[src/glyph_to_framebuffer_writer_assert.svh]
// Assertion macros shared by the console renderer RTL.
// Needs a clock named clock and an active-high reset named reset in scope.
`ifndef GLYPH_TO_FRAMEBUFFER_WRITER_ASSERT_SVH
`define GLYPH_TO_FRAMEBUFFER_WRITER_ASSERT_SVH

// The consequent must hold in the same cycle as the antecedent.
`define GTFW_ASSERT_SAME(label, ante, cons) \
   label: assert property (@(posedge clock) disable iff (reset) (ante) |-> (cons)) \
      else $error("gtfw assertion failed");

// The consequent must hold in the cycle after the antecedent.
`define GTFW_ASSERT_NEXT(label, ante, cons) \
   label: assert property (@(posedge clock) disable iff (reset) (ante) |=> (cons)) \
      else $error("gtfw assertion failed");

`endif

[src/gtfw_pkg.sv]
// Shared types, constants and the font table of the text console renderer.
// No dependencies; used by gtfw_row_mul and glyph_to_framebuffer_writer.
`timescale 1ns / 1ps

package gtfw_pkg;

   // Field widths.
   localparam int ADDR_W    = 32;
   localparam int ROW_W     = 32;
   localparam int COL_W     = 13;
   localparam int DIM_W     = 12;
   localparam int PITCH_W   = 14;
   localparam int CHAR_W    = 8;
   localparam int BIT_W     = 3;
   localparam int CELL_PIX  = 64;
   localparam int PIX_CNT_W = 6;
   localparam int MUL_CNT_W = 4;

   // Cell geometry.
   localparam int GLYPH_SIZE   = 8;
   localparam int LINE_ADVANCE = 9;

   typedef logic [ADDR_W-1:0]   addr_type;
   typedef logic [ROW_W-1:0]    row_type;
   typedef logic [PITCH_W-1:0]  pitch_type;
   typedef logic [CELL_PIX-1:0] glyph_type;

   // Configuration register indexes.
   localparam logic [7:0] REG_FRAME_BASE    = 8'd0;
   localparam logic [7:0] REG_SCREEN_WIDTH  = 8'd1;
   localparam logic [7:0] REG_SCREEN_HEIGHT = 8'd2;
   localparam logic [7:0] REG_ROW_PITCH     = 8'd3;

   // Character codes of interest.
   localparam logic [CHAR_W-1:0] CHAR_NEWLINE = 8'h0A;
   localparam logic [CHAR_W-1:0] CHAR_ZERO    = 8'h30;
   localparam logic [CHAR_W-1:0] CHAR_NINE    = 8'h39;
   localparam logic [CHAR_W-1:0] CHAR_UPPER_A = 8'h41;
   localparam logic [CHAR_W-1:0] CHAR_UPPER_Z = 8'h5A;
   localparam logic [CHAR_W-1:0] CHAR_LOWER_A = 8'h61;
   localparam logic [CHAR_W-1:0] CHAR_LOWER_Z = 8'h7A;
   localparam logic [5:0]        DIGIT_GLYPH  = 6'd26;

   // Font ROM: row 0 sits in the low byte, and bit k of each byte is column k,
   // so pixel n of the cell (row-major) is bit n of the word.
   function automatic glyph_type glyph_bits(input logic [5:0] idx);
      glyph_type w;
      unique case (idx)
         6'd0:  w = 64'h0033_333F_3333_1E0C;
         6'd1:  w = 64'h003F_6666_3E66_663F;
         6'd2:  w = 64'h003C_6603_0303_663C;
         6'd3:  w = 64'h001F_3666_6666_361F;
         6'd4:  w = 64'h007F_4616_1E16_467F;
         6'd5:  w = 64'h000F_0616_1E16_467F;
         6'd6:  w = 64'h007C_6673_0303_663C;
         6'd7:  w = 64'h0033_3333_3F33_3333;
         6'd8:  w = 64'h001E_0C0C_0C0C_0C1E;
         6'd9:  w = 64'h001E_3333_3030_3078;
         6'd10: w = 64'h0067_6636_1E36_6667;
         6'd11: w = 64'h007F_6646_0606_060F;
         6'd12: w = 64'h0063_636B_7F7F_7763;
         6'd13: w = 64'h0063_6373_7B6F_6763;
         6'd14: w = 64'h001C_3663_6363_361C;
         6'd15: w = 64'h000F_0606_3E66_663F;
         6'd16: w = 64'h0038_1E3B_3333_331E;
         6'd17: w = 64'h0067_6636_3E66_663F;
         6'd18: w = 64'h001E_3338_0E07_331E;
         6'd19: w = 64'h001E_0C0C_0C0C_2D3F;
         6'd20: w = 64'h003F_3333_3333_3333;
         6'd21: w = 64'h000C_1E33_3333_3333;
         6'd22: w = 64'h0063_777F_6B63_6363;
         6'd23: w = 64'h0063_361C_1C36_6363;
         6'd24: w = 64'h001E_0C0C_1E33_3333;
         6'd25: w = 64'h007F_664C_1831_637F;
         6'd26: w = 64'h003E_676F_7B73_633E;
         6'd27: w = 64'h003F_0C0C_0C0C_0E0C;
         6'd28: w = 64'h003F_3306_1C30_331E;
         6'd29: w = 64'h001E_3330_1C30_331E;
         6'd30: w = 64'h0078_307F_3336_3C38;
         6'd31: w = 64'h001E_3330_301F_033F;
         6'd32: w = 64'h001E_3333_1F03_061C;
         6'd33: w = 64'h000C_0C0C_1830_333F;
         6'd34: w = 64'h001E_3333_1E33_331E;
         6'd35: w = 64'h000E_1830_3E33_331E;
         default: w = '0;
      endcase
      return w;
   endfunction

endpackage

[src/gtfw_row_mul.sv]
// Shift-and-add unit that forms base + row * pitch modulo 2^32.
// Depends on gtfw_pkg; one pitch bit is retired per cycle.
`timescale 1ns / 1ps

module gtfw_row_mul (
   input  logic                 clock,
   input  logic                 reset,
   input  logic                 start,
   input  gtfw_pkg::addr_type   base,
   input  gtfw_pkg::row_type    row,
   input  gtfw_pkg::pitch_type  pitch,
   output logic                 done,
   output gtfw_pkg::addr_type   product
);
   import gtfw_pkg::*;

   localparam logic [MUL_CNT_W-1:0] LAST_STEP = MUL_CNT_W'(PITCH_W - 1);

   logic                 busy_ff, busy_in;
   logic                 done_ff, done_in;
   logic [MUL_CNT_W-1:0] step_ff, step_in;
   addr_type             acc_ff, acc_in;
   addr_type             mcand_ff, mcand_in;
   pitch_type            mplier_ff, mplier_in;

   // Each step adds the shifted row when the low multiplier bit is set.
   always_comb begin
      busy_in   = busy_ff;
      done_in   = 1'b0;
      step_in   = step_ff;
      acc_in    = acc_ff;
      mcand_in  = mcand_ff;
      mplier_in = mplier_ff;
      if (start) begin
         busy_in   = 1'b1;
         step_in   = '0;
         acc_in    = base;
         mcand_in  = row;
         mplier_in = pitch;
      end else if (busy_ff) begin
         if (mplier_ff[0]) begin
            acc_in = acc_ff + mcand_ff;
         end
         mcand_in  = {mcand_ff[ADDR_W-2:0], 1'b0};
         mplier_in = {1'b0, mplier_ff[PITCH_W-1:1]};
         step_in   = step_ff + 1'b1;
         if (step_ff == LAST_STEP) begin
            busy_in = 1'b0;
            done_in = 1'b1;
         end
      end
   end

   // Control state.
   always_ff @(posedge clock) begin
      if (reset) begin
         busy_ff <= 1'b0;
         done_ff <= 1'b0;
         step_ff <= '0;
      end else begin
         busy_ff <= busy_in;
         done_ff <= done_in;
         step_ff <= step_in;
      end
   end

   // Datapath registers.
   always_ff @(posedge clock) begin
      acc_ff    <= acc_in;
      mcand_ff  <= mcand_in;
      mplier_ff <= mplier_in;
   end

   assign done    = done_ff;
   assign product = acc_ff;

endmodule

[src/glyph_to_framebuffer_writer.sv]
// Top level of the 8x8 text console renderer for a 1 bpp framebuffer.
// Depends on gtfw_pkg, gtfw_row_mul and glyph_to_framebuffer_writer_assert.svh.
`timescale 1ns / 1ps
`include "glyph_to_framebuffer_writer_assert.svh"

// Usage:
// The req channel takes one character code per item. A newline moves the
// cursor and produces nothing; it is absorbed in the cycle it is accepted.
// Any other code produces 64 pixel writes on the rsp channel, row by row,
// with last_pixel set on the 64th. Letters and digits draw a font glyph;
// every other code draws a blank cell.
// After a drawn item is accepted, the COLWRAP and ROWWRAP states check the
// cursor wrap. The shift-and-add row multiplier then retires one pitch bit
// per cycle and hands its product over as the row start address. The 64
// writes follow at one per cycle while rsp does not stall. req_stall stays
// high until the last write of the cell has entered the output register;
// that write may still wait there while the next item is taken. A stall on
// rsp holds the current write and pauses the cell walk. The csr channel is
// always ready. The user must write registers only while idle; the block
// itself does not enforce this. Reset restores the register defaults and
// puts the cursor at (1, 1).
module glyph_to_framebuffer_writer (
   input  logic                       clock,
   input  logic                       reset,
   // Character input
   input  logic                       req_valid,
   output logic                       req_stall,
   input  logic [7:0]                 req_char_code,
   // Pixel write output
   output logic                       rsp_valid,
   input  logic                       rsp_stall,
   output gtfw_pkg::addr_type         rsp_byte_address,
   output logic [2:0]                 rsp_bit_index,
   output logic                       rsp_pixel_on,
   output logic                       rsp_last_pixel,
   // Register writes
   input  logic                       csr_valid,
   output logic                       csr_ready,
   input  logic [7:0]                 csr_index,
   input  logic [31:0]                csr_wdata
);
   import gtfw_pkg::*;

   // Sequencer states.
   localparam logic [2:0] S_IDLE    = 3'd0;
   localparam logic [2:0] S_COLWRAP = 3'd1;
   localparam logic [2:0] S_ROWWRAP = 3'd2;
   localparam logic [2:0] S_MULT    = 3'd3;
   localparam logic [2:0] S_EMIT    = 3'd4;

   localparam logic [PIX_CNT_W-1:0] LAST_PIX = PIX_CNT_W'(CELL_PIX - 1);

   logic [2:0]           state_ff, state_in;
   addr_type             frame_base_ff, frame_base_in;
   logic [DIM_W-1:0]     screen_width_ff, screen_width_in;
   logic [DIM_W-1:0]     screen_height_ff, screen_height_in;
   pitch_type            row_pitch_ff, row_pitch_in;
   logic [COL_W-1:0]     cursor_col_ff, cursor_col_in;
   row_type              cursor_row_ff, cursor_row_in;
   glyph_type            glyph_sr_ff, glyph_sr_in;
   addr_type             row_addr_ff, row_addr_in;
   logic [PIX_CNT_W-1:0] pix_cnt_ff, pix_cnt_in;
   logic                 out_valid_ff, out_valid_in;
   addr_type             out_addr_ff, out_addr_in;
   logic [BIT_W-1:0]     out_bit_ff, out_bit_in;
   logic                 out_pixel_ff, out_pixel_in;
   logic                 out_last_ff, out_last_in;

   logic                 req_take;
   logic                 out_load;
   logic                 glyph_blank;
   logic [5:0]           glyph_idx;
   logic                 col_wrap;
   logic                 row_wrap;
   logic [COL_W:0]       pix_x;
   logic                 mul_start;
   logic                 mul_done;
   addr_type             mul_product;

   assign req_stall = (state_ff != S_IDLE);
   assign req_take  = req_valid && !req_stall;
   assign csr_ready = 1'b1;
   assign out_load  = !out_valid_ff || !rsp_stall;

   // Character decode: fold lower case, map letters and digits to glyphs.
   always_comb begin
      glyph_blank = 1'b1;
      glyph_idx   = '0;
      if (req_char_code >= CHAR_LOWER_A && req_char_code <= CHAR_LOWER_Z) begin
         glyph_blank = 1'b0;
         glyph_idx   = 6'(req_char_code - CHAR_LOWER_A);
      end else if (req_char_code >= CHAR_UPPER_A && req_char_code <= CHAR_UPPER_Z) begin
         glyph_blank = 1'b0;
         glyph_idx   = 6'(req_char_code - CHAR_UPPER_A);
      end else if (req_char_code >= CHAR_ZERO && req_char_code <= CHAR_NINE) begin
         glyph_blank = 1'b0;
         glyph_idx   = 6'(req_char_code - CHAR_ZERO) + DIGIT_GLYPH;
      end
   end

   // Wrap checks, both widened so that they cannot overflow.
   assign col_wrap = ({1'b0, cursor_col_ff} + (COL_W+1)'(GLYPH_SIZE))
                     > (COL_W+1)'(screen_width_ff);
   assign row_wrap = ({1'b0, cursor_row_ff} + (ROW_W+1)'(GLYPH_SIZE))
                     > (ROW_W+1)'(screen_height_ff);

   // Pixel column of the current write.
   assign pix_x = {1'b0, cursor_col_ff} + (COL_W+1)'(pix_cnt_ff[2:0]);

   assign mul_start = (state_ff == S_ROWWRAP);

   gtfw_row_mul u_row_mul (
      .clock   (clock),
      .reset   (reset),
      .start   (mul_start),
      .base    (frame_base_ff),
      .row     (cursor_row_in),
      .pitch   (row_pitch_ff),
      .done    (mul_done),
      .product (mul_product)
   );

   // Register file writes.
   always_comb begin
      frame_base_in    = frame_base_ff;
      screen_width_in  = screen_width_ff;
      screen_height_in = screen_height_ff;
      row_pitch_in     = row_pitch_ff;
      if (csr_valid && csr_ready) begin
         unique case (csr_index)
            REG_FRAME_BASE:    frame_base_in    = csr_wdata;
            REG_SCREEN_WIDTH:  screen_width_in  = csr_wdata[DIM_W-1:0];
            REG_SCREEN_HEIGHT: screen_height_in = csr_wdata[DIM_W-1:0];
            REG_ROW_PITCH:     row_pitch_in     = csr_wdata[PITCH_W-1:0];
            default: ;
         endcase
      end
   end

   // Sequencer: cursor wrap, row address, then the cell walk.
   always_comb begin
      state_in      = state_ff;
      cursor_col_in = cursor_col_ff;
      cursor_row_in = cursor_row_ff;
      glyph_sr_in   = glyph_sr_ff;
      row_addr_in   = row_addr_ff;
      pix_cnt_in    = pix_cnt_ff;
      out_valid_in  = out_valid_ff && rsp_stall;
      out_addr_in   = out_addr_ff;
      out_bit_in    = out_bit_ff;
      out_pixel_in  = out_pixel_ff;
      out_last_in   = out_last_ff;
      unique case (state_ff)
         S_IDLE: begin
            if (req_take) begin
               if (req_char_code == CHAR_NEWLINE) begin
                  cursor_col_in = COL_W'(1);
                  cursor_row_in = cursor_row_ff + ROW_W'(LINE_ADVANCE);
               end else begin
                  glyph_sr_in = glyph_blank ? '0 : glyph_bits(glyph_idx);
                  state_in    = S_COLWRAP;
               end
            end
         end
         S_COLWRAP: begin
            if (col_wrap) begin
               cursor_col_in = COL_W'(1);
               cursor_row_in = cursor_row_ff + ROW_W'(LINE_ADVANCE);
            end
            state_in = S_ROWWRAP;
         end
         S_ROWWRAP: begin
            if (row_wrap) begin
               cursor_row_in = ROW_W'(1);
            end
            state_in = S_MULT;
         end
         S_MULT: begin
            if (mul_done) begin
               row_addr_in = mul_product;
               pix_cnt_in  = '0;
               state_in    = S_EMIT;
            end
         end
         S_EMIT: begin
            if (out_load) begin
               out_valid_in = 1'b1;
               out_addr_in  = row_addr_ff + ADDR_W'(pix_x[COL_W:3]);
               out_bit_in   = ~pix_x[2:0];
               out_pixel_in = glyph_sr_ff[0];
               out_last_in  = (pix_cnt_ff == LAST_PIX);
               glyph_sr_in  = {1'b0, glyph_sr_ff[CELL_PIX-1:1]};
               pix_cnt_in   = pix_cnt_ff + 1'b1;
               if (pix_cnt_ff[2:0] == 3'd7) begin
                  row_addr_in = row_addr_ff + ADDR_W'(row_pitch_ff);
               end
               if (pix_cnt_ff == LAST_PIX) begin
                  cursor_col_in = cursor_col_ff + COL_W'(GLYPH_SIZE);
                  state_in      = S_IDLE;
               end
            end
         end
         default: state_in = S_IDLE;
      endcase
   end

   // Control and architectural state.
   always_ff @(posedge clock) begin
      if (reset) begin
         state_ff         <= S_IDLE;
         frame_base_ff    <= '0;
         screen_width_ff  <= DIM_W'(512);
         screen_height_ff <= DIM_W'(342);
         row_pitch_ff     <= PITCH_W'(64);
         cursor_col_ff    <= COL_W'(1);
         cursor_row_ff    <= ROW_W'(1);
         pix_cnt_ff       <= '0;
         out_valid_ff     <= 1'b0;
      end else begin
         state_ff         <= state_in;
         frame_base_ff    <= frame_base_in;
         screen_width_ff  <= screen_width_in;
         screen_height_ff <= screen_height_in;
         row_pitch_ff     <= row_pitch_in;
         cursor_col_ff    <= cursor_col_in;
         cursor_row_ff    <= cursor_row_in;
         pix_cnt_ff       <= pix_cnt_in;
         out_valid_ff     <= out_valid_in;
      end
   end

   // Payload registers.
   always_ff @(posedge clock) begin
      glyph_sr_ff  <= glyph_sr_in;
      row_addr_ff  <= row_addr_in;
      out_addr_ff  <= out_addr_in;
      out_bit_ff   <= out_bit_in;
      out_pixel_ff <= out_pixel_in;
      out_last_ff  <= out_last_in;
   end

   assign rsp_valid        = out_valid_ff;
   assign rsp_byte_address = out_addr_ff;
   assign rsp_bit_index    = out_bit_ff;
   assign rsp_pixel_on     = out_pixel_ff;
   assign rsp_last_pixel   = out_last_ff;

   // The multiplier finishes only while the sequencer waits for it.
   `GTFW_ASSERT_SAME(a_mul_done_in_mult, mul_done, state_ff == S_MULT)

   // After the row check the cell fits vertically or sits at the top row.
   `GTFW_ASSERT_NEXT(a_row_fits, state_ff == S_ROWWRAP,
      cursor_row_ff == ROW_W'(1) || !row_wrap)

   // A drawn character starts the wrap check in the following cycle.
   `GTFW_ASSERT_NEXT(a_draw_starts, req_take && req_char_code != CHAR_NEWLINE,
      state_ff == S_COLWRAP)

endmodule

[config.mk]
export PLATFORM = sky130hd
export DESIGN_NAME = glyph_to_framebuffer_writer
export DESIGN_NICKNAME = d
export VERILOG_FILES = /design/src/gtfw_pkg.sv /design/src/gtfw_row_mul.sv /design/src/glyph_to_framebuffer_writer.sv
export VERILOG_INCLUDE_DIRS = /design/src /design/src/src
export SDC_FILE = /design/constraint.sdc
export NUM_CORES = 1
export LEC_CHECK = 0
export ABC_AREA = 0
export BUFFER_PORTS_ARGS = -buffer_cell sky130_fd_sc_hd__buf_2
export CAP_MARGIN = 10
export CORE_UTILIZATION = 60
export CTS_CLUSTER_DIAMETER = 120
export DETAILED_ROUTE_END_ITERATION = 16
export PLACE_DENSITY_LB_ADDON = 0.08
export SLEW_MARGIN = 10
export SYNTH_ARGS = -nofsm -noshare
export SYNTH_HDL_FRONTEND = slang
export SYNTH_SLANG_ARGS = --single-unit
[constraint.sdc]
create_clock -name clock -period 7.2 [get_ports clock]
set_clock_uncertainty 0.15 [all_clocks]
set_input_delay 1.44 -clock clock [delete_from_list [all_inputs] [get_ports clock]]
set_output_delay 1.44 -clock clock [all_outputs]
set_load 0.03 [all_outputs]
## Word-level counts from Yosys, hierarchy flattened

Memories as Yosys holds them, arrays and structs flattened.
Cells that the tools add are included.

- Div/mod/pow operators: 0
- Bitwise logic cells: 2
- Magnitude comparators: 8
- Mux-type cells: 48
- Reduce and logical (&&, ||, !) cells: 30
- Equality and inequality tests: 19
- Add/subtract/negate cells: 14
- Shift operators: 0
- Multipliers: 0

Operators with widths:

| cell | number |
|---|---|
| $mux W32 | 12 |
| $mux W64 | 4 |
| $pmux W64 S2 | 1 |
| $pmux W32 S3 | 1 |
| $mux W13 | 5 |
| $pmux W32 S2 | 1 |
| $pmux W13 S3 | 1 |
| $add A32 B4 Y33 const B | 1 |
| $gt A33 B12 Y1 | 1 |
| $add A32 B11 Y32 | 1 |
| $add A32 B14 Y32 | 1 |
| $add A32 B32 Y32 | 1 |
| $add A32 B4 Y32 const B | 1 |
| $mux W6 | 5 |
| $mux W14 | 2 |
| $eq A8 B2 Y1 const B | 2 |
| $ge A8 B7 Y1 const B | 2 |
| $le A8 B7 Y1 const B | 2 |
| $mux W3 | 5 |
| $pmux W3 S5 | 1 |
| $add A13 B3 Y14 | 1 |
| $add A13 B4 Y14 const B | 1 |
| $gt A14 B12 Y1 | 1 |
| $ne A2 B2 Y1 const B | 7 |
| other kinds (34) | 61 |

- Register bits: 342
- Input port bits: 53
- Bits in writable memories: 0
- Bits in latches: 0
- Memories: 1
- Logic and storage cells: 143
- Output and inout port bits: 40
- ROM bits: 3136

Memories:

| memory | depth | width | rd ports | clocked after memory_dff | wr ports | RTL line | source |
|---|---|---|---|---|---|---|---|
| (no name shown) | 64 | 49 | 1 | 0 | 0 | gtfw_pkg.sv:48 | `unique case (idx)` |

## Logic depth before layout (Yosys ltp)

An unclocked memory read counts as a cell.

- Depth after elaboration: 10
- Gate-level depth with buffers: 17
- Depth with buffers taken out: 16

## Modules after synthesis

A second synthesis with hierarchy kept.

- Cells, all modules: 2459
- Area, all modules: 21625.7 um^2

Modules (own cells, without submodules):

| module | times used | sequential area each (um^2) | cells each | area an instance (um^2) |
|---|---|---|---|---|
| glyph_to_framebuffer_writer | 1 | 6185.9 | 1972 | 16375.7 |
| gtfw_row_mul | 1 | 2462.4 | 487 | 5250.0 |

## Least setup slack after synthesis

No wires, ideal clock.

- Kind: input port to flip-flop
- Start point: input req_char_code[0]
- End point: register glyph_sr_ff[0], enable pin
- Library setup time: 536 ps
- Data arrival time: 5823 ps
- Cell stages on the path: 8
- Data required time: 6514 ps
- Buffers on the path: 0
- Setup slack: 692 ps
- Cells stage by stage: inv_1 > ha_1 > nor2b_1 > nand4_1 > nand2_1 > nor2_1 > a21oi_1 > nor3_1

- Word-level cells in the longest chain between the ends: 3

Ends and longest elaborated chain:

| item | RTL line | source |
|---|---|---|
| from (decl) | glyph_to_framebuffer_writer.sv:28 | `input logic [7:0] req_char_code,` |
| $eq A8 B4 Y1 | glyph_to_framebuffer_writer.sv:156 | `if (req_char_code == CHAR_NEWLINE) begin` |
| $ne A2 B2 Y1 (no source line) | - |  |
| $reduce_and A4 Y1 (no source line) | - |  |
| to (signal assigned) | glyph_to_framebuffer_writer.sv:234 | `glyph_sr_ff <= glyph_sr_in;` |
| to (decl) | glyph_to_framebuffer_writer.sv:60 | `glyph_type glyph_sr_ff, glyph_sr_in;` |

Every way passes these cells.
A chain may end at the register's enable or synchronous reset.

## Worst setup path in the final report

- Start point: input req_char_code[1]
- End point: register glyph_sr_ff[53] (data pin)

- Word-level cells in the longest chain between the ends: 10
- Elaborated cells on any way between the ends: 24
- Those cells by class: 4 x add/sub; 6 x order compare; 10 x mux; 3 x reduce/logical; 1 x memory

Ends and longest elaborated chain:

| item | RTL line | source |
|---|---|---|
| $sub A6 B6 Y6, or another cell as far along | glyph_to_framebuffer_writer.sv:97 | `glyph_idx = 6'(req_char_code - CHAR_ZERO) + DIGIT_GLYPH;` |
| $add A6 B5 Y6 / $logic_and A1 B1 Y1 (equally long branches) | glyph_to_framebuffer_writer.sv:97, glyph_to_framebuffer_writer.sv:95 |  |
| $mux W6 | glyph_to_framebuffer_writer.sv:95 | `end else if (req_char_code >= CHAR_ZERO && req_char_code <= CHAR_NINE) begin` |
| $mux W6 | glyph_to_framebuffer_writer.sv:92 | `end else if (req_char_code >= CHAR_UPPER_A && req_char_code <= CHAR_UPPER_Z) begin` |
| $mux W6 | glyph_to_framebuffer_writer.sv:89 | `if (req_char_code >= CHAR_LOWER_A && req_char_code <= CHAR_LOWER_Z) begin` |
| $mem_v2 Z64 W49 | - |  |
| $mux W64 (*) | glyph_to_framebuffer_writer.sv:160 | `glyph_sr_in = glyph_blank ? '0 : glyph_bits(glyph_idx);` |
| $mux W64 (*) | glyph_to_framebuffer_writer.sv:156 |  |
| $mux W64 (*) | glyph_to_framebuffer_writer.sv:155 | `if (req_take) begin` |
| $pmux W64 S2 (*) | glyph_to_framebuffer_writer.sv:153 | `unique case (state_ff)` |
| net glyph_sr_in[53] | glyph_to_framebuffer_writer.sv:60 |  |

The timed path passes the listed nets; every way through them passes the cells marked *. The select of a mux whose other input is x is not followed.

==> flow_summary.rst <==
.. list-table::
   :header-rows: 1

   * - Metric
     - Value
   * - Initial Utilization
     - about three fifths
   * - Actual slew at the worst max-slew pin
     - about 1.2 ns
   * - Min-Delay Path Class
     - flip-flop to flip-flop
   * - Synthesized instance count
     - between 2000 and 2500
   * - Std-Cell Rows
     - 67
   * - Number of global-route vias before repair
     - roughly 17000
   * - Most used DFF post-synth
     - sky130_fd_sc_hd__edfxtp_1
   * - Kind of start point of the critical path
     - input pin
   * - Wire length of the first global-routing pass
     - ~94000 um
   * - Int Pwr
     - 3.754 mW
   * - Overall Global Routing Usage
     - about a third
   * - Static power due to leakage
     - around 8.9 nW
   * - Kind of critical path
     - input pin to flip-flop
   * - Ys async rst share
     - 0%
   * - Number of pins with negative max-slew slack in the final report
     - 0
   * - Outcome
     - completed
   * - CTS Buffer Depth
     - 3
   * - Violation count after the first detailed-route iteration
     - around 1900
   * - Die outline area
     - between 30000 and 40000 um^2
   * - Worst hold slack across all endpoints
     - ~0.28 ns
   * - Share of the core filled with cells
     - 67.05%
   * - GPL Wtd Cong
     - around 0.94
   * - Core Box Area
     - approximately 34000 um^2
   * - Fraction of power consumed by combinational cells
     - roughly 17%
   * - Post-route cell area
     - around 23000 um^2
   * - Number of antenna cells inserted
     - 0
   * - Horizontal extent of the die
     - around 190 um
   * - Number of antenna violations at the first check in global routing
     - 1
   * - Max-cap viol count
     - 0
   * - Number of enable-type register cells in the synthesized netlist
     - ~200
   * - Final worst-path cycle share
     - about three quarters
   * - Detail-routed net length per standard cell
     - 20.85 um
   * - Maximum fanout encountered on the critical timing path
     - 16
   * - Mapped cell area
     - about 21000 um^2
   * - Most instantiated library cell after synthesis
     - sky130_fd_sc_hd__nand2_1
   * - Synthesis warning total
     - 0
   * - Worst path required time
     - ~7.3 ns
   * - Post-Synthesis Mean Instance Area
     - roughly 8.7 um^2
   * - Critical Path Max Stage Delay
     - between 0.6 and 0.7 ns
   * - Hpwl dp
     - approximately 41000 um
   * - Cell Count, Final, Fillers Out
     - about 2900
   * - Number of buffers inserted by port buffering
     - slightly above 90
   * - Largest net degree at the start of global routing
     - 80
   * - Cell-by-cell trace of the critical path
     - buf_2 > inv_1 > ha_1 > or3b_4 > o311ai_4 > or2_1 > o22ai_2 > inv_1 > ha_1 > nor2_1 > nand2_1 > a311o_1 > nand2_1 > o21ai_0 > a22oi_1 > o21ai_0
   * - Post-synthesis sequential element count
     - approximately 330
   * - Max-Slew Margin vs Limit
     - a little over a fifth
   * - Total wirelength of the detailed-routed design
     - about 60000 um
   * - Final ANT Viol Nets
     - 0
   * - Power share of the clock group
     - roughly two fifths
   * - Power density cells
     - 229.7 nW/um^2
   * - Sequential power share
     - approximately 43%
   * - Cell types with the largest area share after synthesis
     - sky130_fd_sc_hd__edfxtp_1, sky130_fd_sc_hd__dfxtp_1, sky130_fd_sc_hd__ha_1
   * - Final Hold Fails
     - 0
   * - Clock tree from TritonCTS
     - built
   * - Number of top-level pins
     - 93
   * - Fraction of final layout cells sized beyond drive strength 1
     - a little under a tenth
   * - Slowest stage cell, crit path
     - sky130_fd_sc_hd__o22ai_2
   * - Clock root cell
     - sky130_fd_sc_hd__clkbuf_16
   * - Worst IR drop on VDD
     - about 190 uV
   * - Total vias in the final route
     - between 15000 and 20000
   * - Area share of the leading cell type in the synthesized netlist
     - between 20% and 30%
   * - FF/Latch Area
     - about 8600 um^2
   * - Net switching power
     - roughly 1.4 mW
   * - Clock transition at path regs
     - roughly 0.050 ns
   * - Multi-input logic area
     - approximately 11000 um^2
   * - Number of clock buffers inserted by TritonCTS
     - 38
   * - Clk sinks
     - between 300 and 400
   * - Quantity of gates resized following cts
     - 0
   * - Leading post-synthesis cells by instance count
     - sky130_fd_sc_hd__nand2_1, sky130_fd_sc_hd__nor2_1, sky130_fd_sc_hd__edfxtp_1
   * - Nets
     - around 2600
   * - Number of detailed-routing iterations run before antenna repair
     - 6
   * - Minimum period implied by the final worst setup slack
     - 5.287 ns
   * - Remaining DRCs
     - 0
   * - Count of buffering cells on the critical path with inverters included
     - 3
   * - Max Clock Freq
     - about 190 MHz
   * - Number of different library cells in the post-synthesis netlist
     - slightly below 90
   * - Setup repair after global routing missed its margin
     - false
   * - Count of hold-fix buffers inserted at cts
     - 0
   * - Number of fill cells in the layout
     - 2749
   * - Setup crit end kind
     - flip-flop
   * - Postcts setup bufs
     - 0
   * - Via count normalized by instance count
     - 6.385
   * - Die height
     - between 150 and 200 um
   * - Remaining global-route overflow
     - 0
   * - Cell class contributing the biggest share of worst-path delay
     - compound AO/OA/AOI/OAI gates
   * - Layout area overhead
     - 9.317%
   * - Total of endpoints with negative setup slack in the final report
     - 0
   * - Switch share
     - around 28%
   * - CP Data Arrival Time
     - ~5.4 ns
   * - Cell taking the most area after synthesis
     - sky130_fd_sc_hd__edfxtp_1
   * - Post-synthesis net count
     - around 2600
   * - Register area share after synthesis
     - a little over two fifths
   * - Worst skew pair latency
     - about 0.54 ns
   * - Post-route setup TNS
     - 0 ns
   * - Total instance count after detailed placement
     - around 2800
   * - Level count of the clock H-tree
     - 2
   * - Area after DPL
     - around 21000 um^2
## kinds of logic (layout without fill, tap and decap cells)
logic type	after synthesis	after routing	synth area share, %
other cells	1	1	0.01810
compound gates	627	627	19.06
fa+ha+maj	113	113	6.932
buf+inv	226	260	4.523
flops	331	331	41.74
xor+xnor	131	131	5.537
simple gates	929	929	20.63
mux	32	32	1.564
## layer usage
layer	wire (um)	track usage, %
met5	0	0
met4	1992	11.41
met3	4725	4.810
met2	27890	55.10
met1	25280	44.87
## flip-flops by register name (all words and copies together), names as in the netlist, 14 cells and up
register	flops
frame_base_ff	32
cursor_row_ff	32
row_pitch_ff	14
rsp_byte_address	32
u_row_mul.product	32
u_row_mul.mplier_ff	14
row_addr_ff	32
glyph_sr_ff	55
u_row_mul.mcand_ff	32
## cells in the final DEF (no fill, tap or decap), types with 73 or more instances in the layout
cell / synthesis / final
sky130_fd_sc_hd__nor2_1: 237 / 237
sky130_fd_sc_hd__a21oi_1: 197 / 197
sky130_fd_sc_hd__dfxtp_1: 129 / 129
sky130_fd_sc_hd__buf_2: 29 / 90
sky130_fd_sc_hd__edfxtp_1: 202 / 202
sky130_fd_sc_hd__xnor2_1: 76 / 76
sky130_fd_sc_hd__ha_1: 110 / 110
sky130_fd_sc_hd__nand2_1: 366 / 363
sky130_fd_sc_hd__inv_1: 74 / 73
sky130_fd_sc_hd__o21ai_0: 160 / 160
sky130_fd_sc_hd__nand3_1: 73 / 73
## final timing paths
check | from | to | slack (ns) | cells past startpoint
hold / removal | glyph_sr_ff[0] | rsp_pixel_on | 0.28 | 0
hold reg to reg | glyph_sr_ff[0] | rsp_pixel_on | 0.28 | 0
setup reg to reg | cursor_col_ff[3] | cursor_col_ff[5] | 2.27 | 16
setup / recovery | req_char_code[1] | glyph_sr_ff[53] | 1.91 | 16
## cell type report
cell class	instances	share of cell area, %
multi-input combinational	1833	49.39
sequential	331	38.18
clock buffer	47	4.529
timing repair buffer	114	2.784
tap	448	2.475
clock inverter	23	1.381
inverter	76	1.259
## through the flow
| step | setup slack (ns) | power (mW) |
|---|---|---|
| final | 1.913 | 5.204 |
| after global routing | 1.642 | 5.370 |
| after CTS | 2.004 | 5.192 |
| after detailed placement | 1.427 | 3.120 |
| after global placement | 1.459 | 3.100 |
| after floorplan | 0.6916 | 2.879 |
## power by group through the flow
| stage | logic (mW) | registers [mW] | clock network [mW] |
|---|---|---|---|
| global placement | 0.840 | 2.26 | 0 |
| CTS | 0.868 | 2.22 | 2.10 |
| floorplan | 0.648 | 2.23 | 0 |
| finish | 0.890 | 2.22 | 2.09 |
| detailed placement | 0.859 | 2.26 | 0 |
| global route | 0.973 | 2.23 | 2.17 |
Power figures use the tool's default switching activity.
